### config.mk
export PLATFORM = sky130hd
export DESIGN_NAME = vertex_diffuse_lighting_unit
export DESIGN_NICKNAME = d
export VERILOG_FILES = /design/src/rtl/core/vdl_pkg.sv /design/src/rtl/core/vdl_seq.sv /design/src/rtl/core/vdl_dot_mac.sv /design/src/rtl/core/vertex_diffuse_lighting_unit.sv
export SDC_FILE = /design/constraint.sdc
export NUM_CORES = 2
export LEC_CHECK = 0
export ABC_AREA = 1
export BUFFER_PORTS_ARGS = -buffer_cell sky130_fd_sc_hd__buf_2
export CORE_MARGIN = 4
export CORE_UTILIZATION = 30
export DETAILED_ROUTE_END_ITERATION = 10
export SLEW_MARGIN = 10
export SYNTH_ARGS = -nofsm -noshare
export SYNTH_HDL_FRONTEND = slang
export SYNTH_SLANG_ARGS = --single-unit
### constraint.sdc
create_clock -name clk_i -period 23.4 [get_ports clk_i]
set_clock_uncertainty 0.2 [all_clocks]
set_input_delay 1.17 -clock clk_i [delete_from_list [all_inputs] [get_ports clk_i]]
set_output_delay 1.17 -clock clk_i [all_outputs]
set_load 0.03 [all_outputs]
### src/rtl/core/vdl_pkg.sv
// shared types and constants of the vertex diffuse lighting block
// no dependencies; imported by the sequencer, the dot/mac unit and the top level
package vdl_pkg;

  localparam int unsigned NumLights = 7;
  localparam int unsigned LightIdxW = 3;
  localparam int unsigned LightW    = 63;
  localparam int unsigned AmbW      = 27;
  localparam int unsigned CfgIdxW   = 3;
  localparam int unsigned CompW     = 13;
  localparam int unsigned ByteW     = 8;
  localparam int unsigned FracBits  = 22;
  localparam int unsigned ProdW     = 2 * CompW;
  localparam int unsigned DotW      = ProdW + 2;
  localparam int unsigned MagW      = DotW - 1;
  localparam int unsigned MacW      = ByteW + MagW;
  localparam int unsigned AccW      = 40;
  localparam int unsigned InDataW   = 40;
  localparam int unsigned OutDataW  = 24;

  // register indexes
  localparam logic [CfgIdxW-1:0] RegAmbient = 3'd7;

  // light word layout
  localparam int unsigned DirXLsb = 24;
  localparam int unsigned DirYLsb = 37;
  localparam int unsigned DirZLsb = 50;
  localparam int unsigned CountLsb = 24;

  typedef enum logic [2:0] {
    StIdle,
    StLight,
    StFlush,
    StClamp,
    StOut
  } state_e;

  // sequencer to dot/mac unit control
  typedef struct packed {
    logic init;
    logic issue;
    logic load_out;
  } ctl_t;

endpackage

### src/rtl/core/vdl_seq.sv
// sequencer: walks the lights in use through the shared dot/mac unit
// depends on vdl_pkg
module vdl_seq import vdl_pkg::*; (
  input  logic                 clk_i,
  input  logic                 rst_ni,
  input  logic                 in_valid_i,
  output logic                 in_ready_o,
  output logic                 out_valid_o,
  input  logic                 out_ready_i,
  input  logic [LightIdxW-1:0] count_i,
  output logic [LightIdxW-1:0] light_idx_o,
  output ctl_t                 ctl_o
);

  state_e               state_q, state_d;
  logic [LightIdxW-1:0] idx_q, idx_d;

  always_ff @(posedge clk_i or negedge rst_ni) begin
    if (!rst_ni) begin
      state_q <= StIdle;
      idx_q   <= '0;
    end else begin
      state_q <= state_d;
      idx_q   <= idx_d;
    end
  end

  always_comb begin
    state_d     = state_q;
    idx_d       = idx_q;
    in_ready_o  = 1'b0;
    out_valid_o = 1'b0;
    ctl_o       = '0;
    case (state_q)
      StIdle: begin
        in_ready_o = 1'b1;
        if (in_valid_i) begin
          ctl_o.init = 1'b1;
          idx_d      = '0;
          state_d    = (count_i == '0) ? StFlush : StLight;
        end
      end
      StLight: begin
        ctl_o.issue = 1'b1;
        idx_d       = idx_q + 1'b1;
        if (idx_q == count_i - 1'b1) begin
          state_d = StFlush;
        end
      end
      StFlush: begin
        state_d = StClamp;
      end
      StClamp: begin
        ctl_o.load_out = 1'b1;
        state_d        = StOut;
      end
      StOut: begin
        out_valid_o = 1'b1;
        if (out_ready_i) begin
          state_d = StIdle;
        end
      end
      default: begin
        state_d = StIdle;
      end
    endcase
  end

  assign light_idx_o = idx_q;

endmodule

### src/rtl/core/vdl_dot_mac.sv
// shared dot-and-accumulate unit: one light per cycle, two stages
// stage one forms the normal dot light direction, stage two adds colour times dot
// depends on vdl_pkg
module vdl_dot_mac import vdl_pkg::*; (
  input  logic                clk_i,
  input  logic                rst_ni,
  input  ctl_t                ctl_i,
  input  logic [CompW-1:0]    nx_i,
  input  logic [CompW-1:0]    ny_i,
  input  logic [CompW-1:0]    nz_i,
  input  logic [LightW-1:0]   light_i,
  input  logic [AmbW-1:0]     ambient_i,
  output logic [OutDataW-1:0] rgb_o
);

  logic signed [CompW-1:0] nx_q, ny_q, nz_q;
  logic signed [CompW-1:0] lx, ly, lz;
  logic signed [ProdW-1:0] px, py, pz;
  logic signed [DotW-1:0]  dot_d, dot_q;
  logic [3*ByteW-1:0]      col_q;
  logic                    vld_q;
  logic                    dot_pos;
  logic [MagW-1:0]         dot_mag;
  logic [MacW-1:0]         prod [3];
  logic [AccW-1:0]         acc_q [3];
  logic [OutDataW-1:0]     rgb_q;
  logic [OutDataW-1:0]     rgb_d;

  assign lx = light_i[DirXLsb +: CompW];
  assign ly = light_i[DirYLsb +: CompW];
  assign lz = light_i[DirZLsb +: CompW];
  assign px = lx * nx_q;
  assign py = ly * ny_q;
  assign pz = lz * nz_q;
  assign dot_d = DotW'(px) + DotW'(py) + DotW'(pz);

  // strictly positive dot only
  assign dot_pos = vld_q && !dot_q[DotW-1] && (dot_q != '0);
  assign dot_mag = dot_q[MagW-1:0];

  always_comb begin
    for (int ch = 0; ch < 3; ch++) begin
      prod[ch] = MacW'(col_q[ch*ByteW +: ByteW]) * MacW'(dot_mag);
    end
  end

  always_comb begin
    for (int ch = 0; ch < 3; ch++) begin
      if (acc_q[ch][AccW-1:FracBits] > (AccW - FracBits)'(8'hFF)) begin
        rgb_d[ch*ByteW +: ByteW] = 8'hFF;
      end else begin
        rgb_d[ch*ByteW +: ByteW] = acc_q[ch][FracBits +: ByteW];
      end
    end
  end

  always_ff @(posedge clk_i or negedge rst_ni) begin
    if (!rst_ni) begin
      vld_q <= 1'b0;
    end else begin
      vld_q <= ctl_i.issue;
    end
  end

  always_ff @(posedge clk_i) begin
    if (ctl_i.init) begin
      nx_q <= nx_i;
      ny_q <= ny_i;
      nz_q <= nz_i;
    end
    dot_q <= dot_d;
    col_q <= light_i[3*ByteW-1:0];
    for (int ch = 0; ch < 3; ch++) begin
      if (ctl_i.init) begin
        acc_q[ch] <= AccW'(ambient_i[ch*ByteW +: ByteW]) << FracBits;
      end else if (dot_pos) begin
        acc_q[ch] <= acc_q[ch] + AccW'(prod[ch]);
      end
    end
    if (ctl_i.load_out) begin
      rgb_q <= rgb_d;
    end
  end

  assign rgb_o = rgb_q;

endmodule

### src/rtl/core/vertex_diffuse_lighting_unit.sv
// vertex diffuse lighting unit: lambert lighting of one vertex normal per word
// sequence per word: the single dot/mac unit visits the n lights in use (0..7)
//   one light a cycle, then flush, clamp and hand-off; a new word is accepted
//   only once the previous result has been taken
// reset: asynchronous active low; all light and ambient registers clear to zero
// depends on vdl_pkg, vdl_seq, vdl_dot_mac
module vertex_diffuse_lighting_unit import vdl_pkg::*; (
  input  logic                clk_i,
  input  logic                rst_ni,
  // input stream
  input  logic                s_tvalid,
  output logic                s_tready,
  input  logic [InDataW-1:0]  s_tdata,   // normal_x, normal_y, normal_z, zero pad
  // output stream
  output logic                m_tvalid,
  input  logic                m_tready,
  output logic [OutDataW-1:0] m_tdata,   // red, green, blue
  // configuration write port
  input  logic                cfg_we_i,
  input  logic [CfgIdxW-1:0]  cfg_idx_i,
  input  logic [LightW-1:0]   cfg_data_i
);

  // light registers, each read only through the light index mux
  logic [LightW-1:0]    light_q [NumLights];
  logic [AmbW-1:0]      amb_q;
  logic [LightIdxW-1:0] count;
  logic [LightIdxW-1:0] light_idx;
  logic [LightW-1:0]    light_sel;
  ctl_t                 ctl;

  always_ff @(posedge clk_i or negedge rst_ni) begin
    if (!rst_ni) begin
      for (int i = 0; i < NumLights; i++) begin
        light_q[i] <= '0;
      end
      amb_q <= '0;
    end else if (cfg_we_i) begin
      // index seven is the ambient/count register, the rest are lights
      if (cfg_idx_i == RegAmbient) begin
        amb_q <= cfg_data_i[AmbW-1:0];
      end else begin
        light_q[cfg_idx_i] <= cfg_data_i;
      end
    end
  end

  // a 3-bit count never exceeds the seven light registers
  assign count = amb_q[CountLsb +: LightIdxW];

  // index stays below the count, so the unused code seven is never issued
  always_comb begin
    if (light_idx == RegAmbient) begin
      light_sel = '0;
    end else begin
      light_sel = light_q[light_idx];
    end
  end

  vdl_seq u_seq (
    .clk_i       (clk_i),
    .rst_ni      (rst_ni),
    .in_valid_i  (s_tvalid),
    .in_ready_o  (s_tready),
    .out_valid_o (m_tvalid),
    .out_ready_i (m_tready),
    .count_i     (count),
    .light_idx_o (light_idx),
    .ctl_o       (ctl)
  );

  // shared unit: dot in the first stage, colour times dot into the accumulators
  // in the second, clamp to a byte when the sequencer loads the output
  vdl_dot_mac u_dot_mac (
    .clk_i     (clk_i),
    .rst_ni    (rst_ni),
    .ctl_i     (ctl),
    .nx_i      (s_tdata[CompW-1:0]),
    .ny_i      (s_tdata[2*CompW-1:CompW]),
    .nz_i      (s_tdata[3*CompW-1:2*CompW]),
    .light_i   (light_sel),
    .ambient_i (amb_q),
    .rgb_o     (m_tdata)
  );

endmodule
==> reports/summary.txt <==
ROUTE
--------------------------------------------------------------------------------
Topmost layer with routed signal wires ............................         met5
Violation count after the first detailed-routing iteration ........         4547
Post-Route M1 WL .................................................. 94100 microns
Number of iterations in the first detailed-routing pass ...........            9
DRC errors left ...................................................            0
Total Wirelength .................................................. 219000 microns
Total met2 wirelength after detailed routing ...................... 103000 microns
DR vias ...........................................................        58600
Via density per instance ..........................................         4.58
Met3 WL ........................................................... 12100 microns
Antenna violation net count after detailed routing ................            0
Wire length per cell after detailed routing ....................... 17.1 microns

SYNTHESIS
--------------------------------------------------------------------------------
Count of distinct cell types in the synthesized netlist ...........           40
Async SR Flop Fraction ............................................        66.9%
Synthesized area .................................................. 0.0758 sq mm
Synth warn ........................................................            0
Number of synthesized register bits ...............................          710
Dominant synthesized flop cell .................................... sky130_fd_sc_hd__dfrtp_1
Proportion of synthesized chip area in sequential cells ...........        24.3%
Syn nets ..........................................................        11100
Cells after Synth .................................................         9463
Post-synth EDFFs ..................................................          183
Mean area per synthesized cell ....................................   8.01 sq um

WORST SETUP PATH
--------------------------------------------------------------------------------
Cell seen most often among critical-path stages ................... sky130_fd_sc_hd__fa_1
Largest driver fanout on the critical path ........................           45
Critical path type ................................................   reg -> reg
Largest stage delay on the critical path ..........................      0.77 ns
Highest-delay cell along the critical path ........................ sky130_fd_sc_hd__fa_1
Endpoint kind of the worst setup timing path ......................    flip-flop
Data required time at the worst endpoint ..........................     23.85 ns
Number of buffers and inverters on the critical path ..............            8
Arrival time of data at the critical path endpoint ................     11.11 ns
Gate family responsible for the most delay along the worst path ...  adder cells
Kind of start point of the critical path ..........................    flip-flop

PLACE
--------------------------------------------------------------------------------
Final GP Congestion ...............................................        0.960
Count of placed standard cells including taps .....................        12600
Sum of net half-perimeters after detailed placement ............... 164000 microns
I/O Buffers .......................................................          135

STA
--------------------------------------------------------------------------------
Unrepaired setup endpoints after global routing ...................        false
TNS Setup .........................................................         0 ns
Final-report hold violation count .................................            0
Highest achievable clock rate .....................................   0.0938 GHz
Number of max-slew violations in the final report .................            0
Final clock period utilization by the worst path ..................        45.6%
Worst slew slack as a fraction of its limit .......................        18.3%
Time the worst path needs with I/O delays and setup ...............     10.66 ns
Final-report setup violation count ................................            0
Actual slew at the worst max-slew pin .............................      1.22 ns

CELLS AND AREA
--------------------------------------------------------------------------------
Highest-count cells in the layout ignoring fill and taps .......... sky130_fd_sc_hd__nand2_1 (2418), sky130_fd_sc_hd__inv_1 (2192), sky130_fd_sc_hd__fa_1 (1171)
Fraction of final layout cells with drive strength greater than 1 .        4.46%
Area added between synthesis and finish ...........................        9.34%
Final standard cell count with taps included and fillers excluded .        12800
Number of nets in the finished design .............................        11000
Final standard cell utilization of the core .......................        33.0%
Most common cell after layout, fill and taps aside ................ sky130_fd_sc_hd__nand2_1
Number of inserted filler cells in the final layout ...............        26700

GRT
--------------------------------------------------------------------------------
Pin count of the biggest net entering global routing ..............          159
Global router's overall resource usage ............................        16.8%
Number of global-route vias before repair .........................        59800
Antenna violations before repair ..................................            9
Grt total ovfl ....................................................            0
First-pass GRT wire length ........................................ 347000 microns

RUN STATUS
--------------------------------------------------------------------------------
Outcome ...........................................................    completed

CLOCKING
--------------------------------------------------------------------------------
Maximum root-to-sink buffer count .................................            3
CTS tree ..........................................................        built
Clk root buf ...................................................... sky130_fd_sc_hd__clkbuf_16
Sink count of the clock tree ......................................          710
Inserted Clock Buffers ............................................           84
Count of hold-fix buffers inserted at cts .........................            0
Number of post-CTS setup repair buffers ...........................            0
Insertion delay of the later-clocked pin in the worst-skew pair ...      0.75 ns
Clk slew on worst S/H paths .......................................      0.06 ns
CTS H-Tree Depth ..................................................            3
Post_cts resized ..................................................            0

HOLD PATH
--------------------------------------------------------------------------------
Class of the most critical hold timing path .......................  in -> async

FLOORPLAN
--------------------------------------------------------------------------------
Ports .............................................................          137
Die Footprint .....................................................  0.261 sq mm
Horizontal die dimension ..........................................  511 microns
Die Span Y ........................................................  511 microns
Starting density of the core ......................................        30.2%
Number of placement rows ..........................................          184
Core area .........................................................  0.251 sq mm

JOB
--------------------------------------------------------------------------------
Max capacitance violation total ...................................            0

[synth_stat cells (all sizes together), types with 45 or more instances]
cell | count | area share (%)
fa | 1171 | 31
o211ai | 45 | 0.45
o21ai | 747 | 4.9
dfrtp | 475 | 16
clkbuf | 305 | 1.5
buf | 84 | 0.56
ha | 335 | 5.5
dfxtp | 52 | 1.4
a21oi | 152 | 1.0
edfxtp | 183 | 7.2
nand2 | 2424 | 12
nand3 | 187 | 1.4
inv | 2208 | 11
nor2 | 859 | 4.3
[per-layer routing]
metal,global-route usage [%],up-vias
met5,0,-
met4,6.32,2
met3,2.41,310
met2,28.2,1523
met1,22.1,28900
li1,-,27900
[per-stage QoR]
step | hold slack [ns] | area (sq um) | setup WS (ns)
6_report | 0.249 | 82900 | 12.74
5_1_grt | 0.299 | 82900 | 12.27
4_1_cts | 0.272 | 82900 | 12.70
3_5_place_dp | 0.267 | 79900 | 12.74
3_3_place_gp | 0.260 | 79900 | 12.84
2_1_floorplan | 0.248 | 75800 | 13.28
[logic make-up (layout without fill, tap and decap cells)]
family	after synthesis	in the layout	synth area share (%)
xor+xnor	45	45	0.520
simple gates	3558	3558	18.3
compound gates	1043	1043	7.39
buf+inv	2601	2592	13.0
other cells	0	4	0
flops	710	710	24.3
fa+ha+maj	1506	1506	36.4
[registers in the layout, summed over array words and instances, names as in the netlist]
register / cells
amb_q: 27
light_q: 441
u_dot_mac.acc_q: 120
u_dot_mac.col_q: 24
u_dot_mac.dot_q: 28
u_dot_mac.nx_q: 13
u_dot_mac.ny_q: 13
u_dot_mac.nz_q: 13
u_dot_mac.rgb_o: 24
u_dot_mac.vld_q: 1
u_seq.light_idx_o: 3
u_seq.state_q: 3
[final cells by class]
type / count / area [sq um] / area share [%]
Sequential cell: 710 / 18400 / 22.2
Clock inverter: 40 / 556 / 0.670
Clock buffer: 115 / 2420 / 2.92
Antenna cell: 4 / 10.0 / 0.0121
Inverter: 2212 / 8310 / 10.0
Timing Repair Buffer: 225 / 1370 / 1.66
Tap cell: 3348 / 4190 / 5.05
Multi-Input combinational cell: 6152 / 47600 / 57.4
[path summary, 6_finish.rpt]
path | cells past startpoint | endpoint | start | slack, ns
max reg2reg | 27 | u_dot_mac.dot_q[22] | u_seq.light_idx_o[1] | 12.74
min in group clk_i | 2 | light_q[323] | light_q[323] | 0.28
max in group asynchronous | 4 | light_q[15] | rst_ni | 19.49
max | 27 | u_dot_mac.dot_q[22] | u_seq.light_idx_o[1] | 12.74
min reg2reg | 2 | light_q[323] | light_q[323] | 0.28
min | 1 | light_q[33] | rst_ni | 0.25
Power is not shown: default switching activity piles up to over one toggle a cycle in this logic, so the estimate is an artifact.
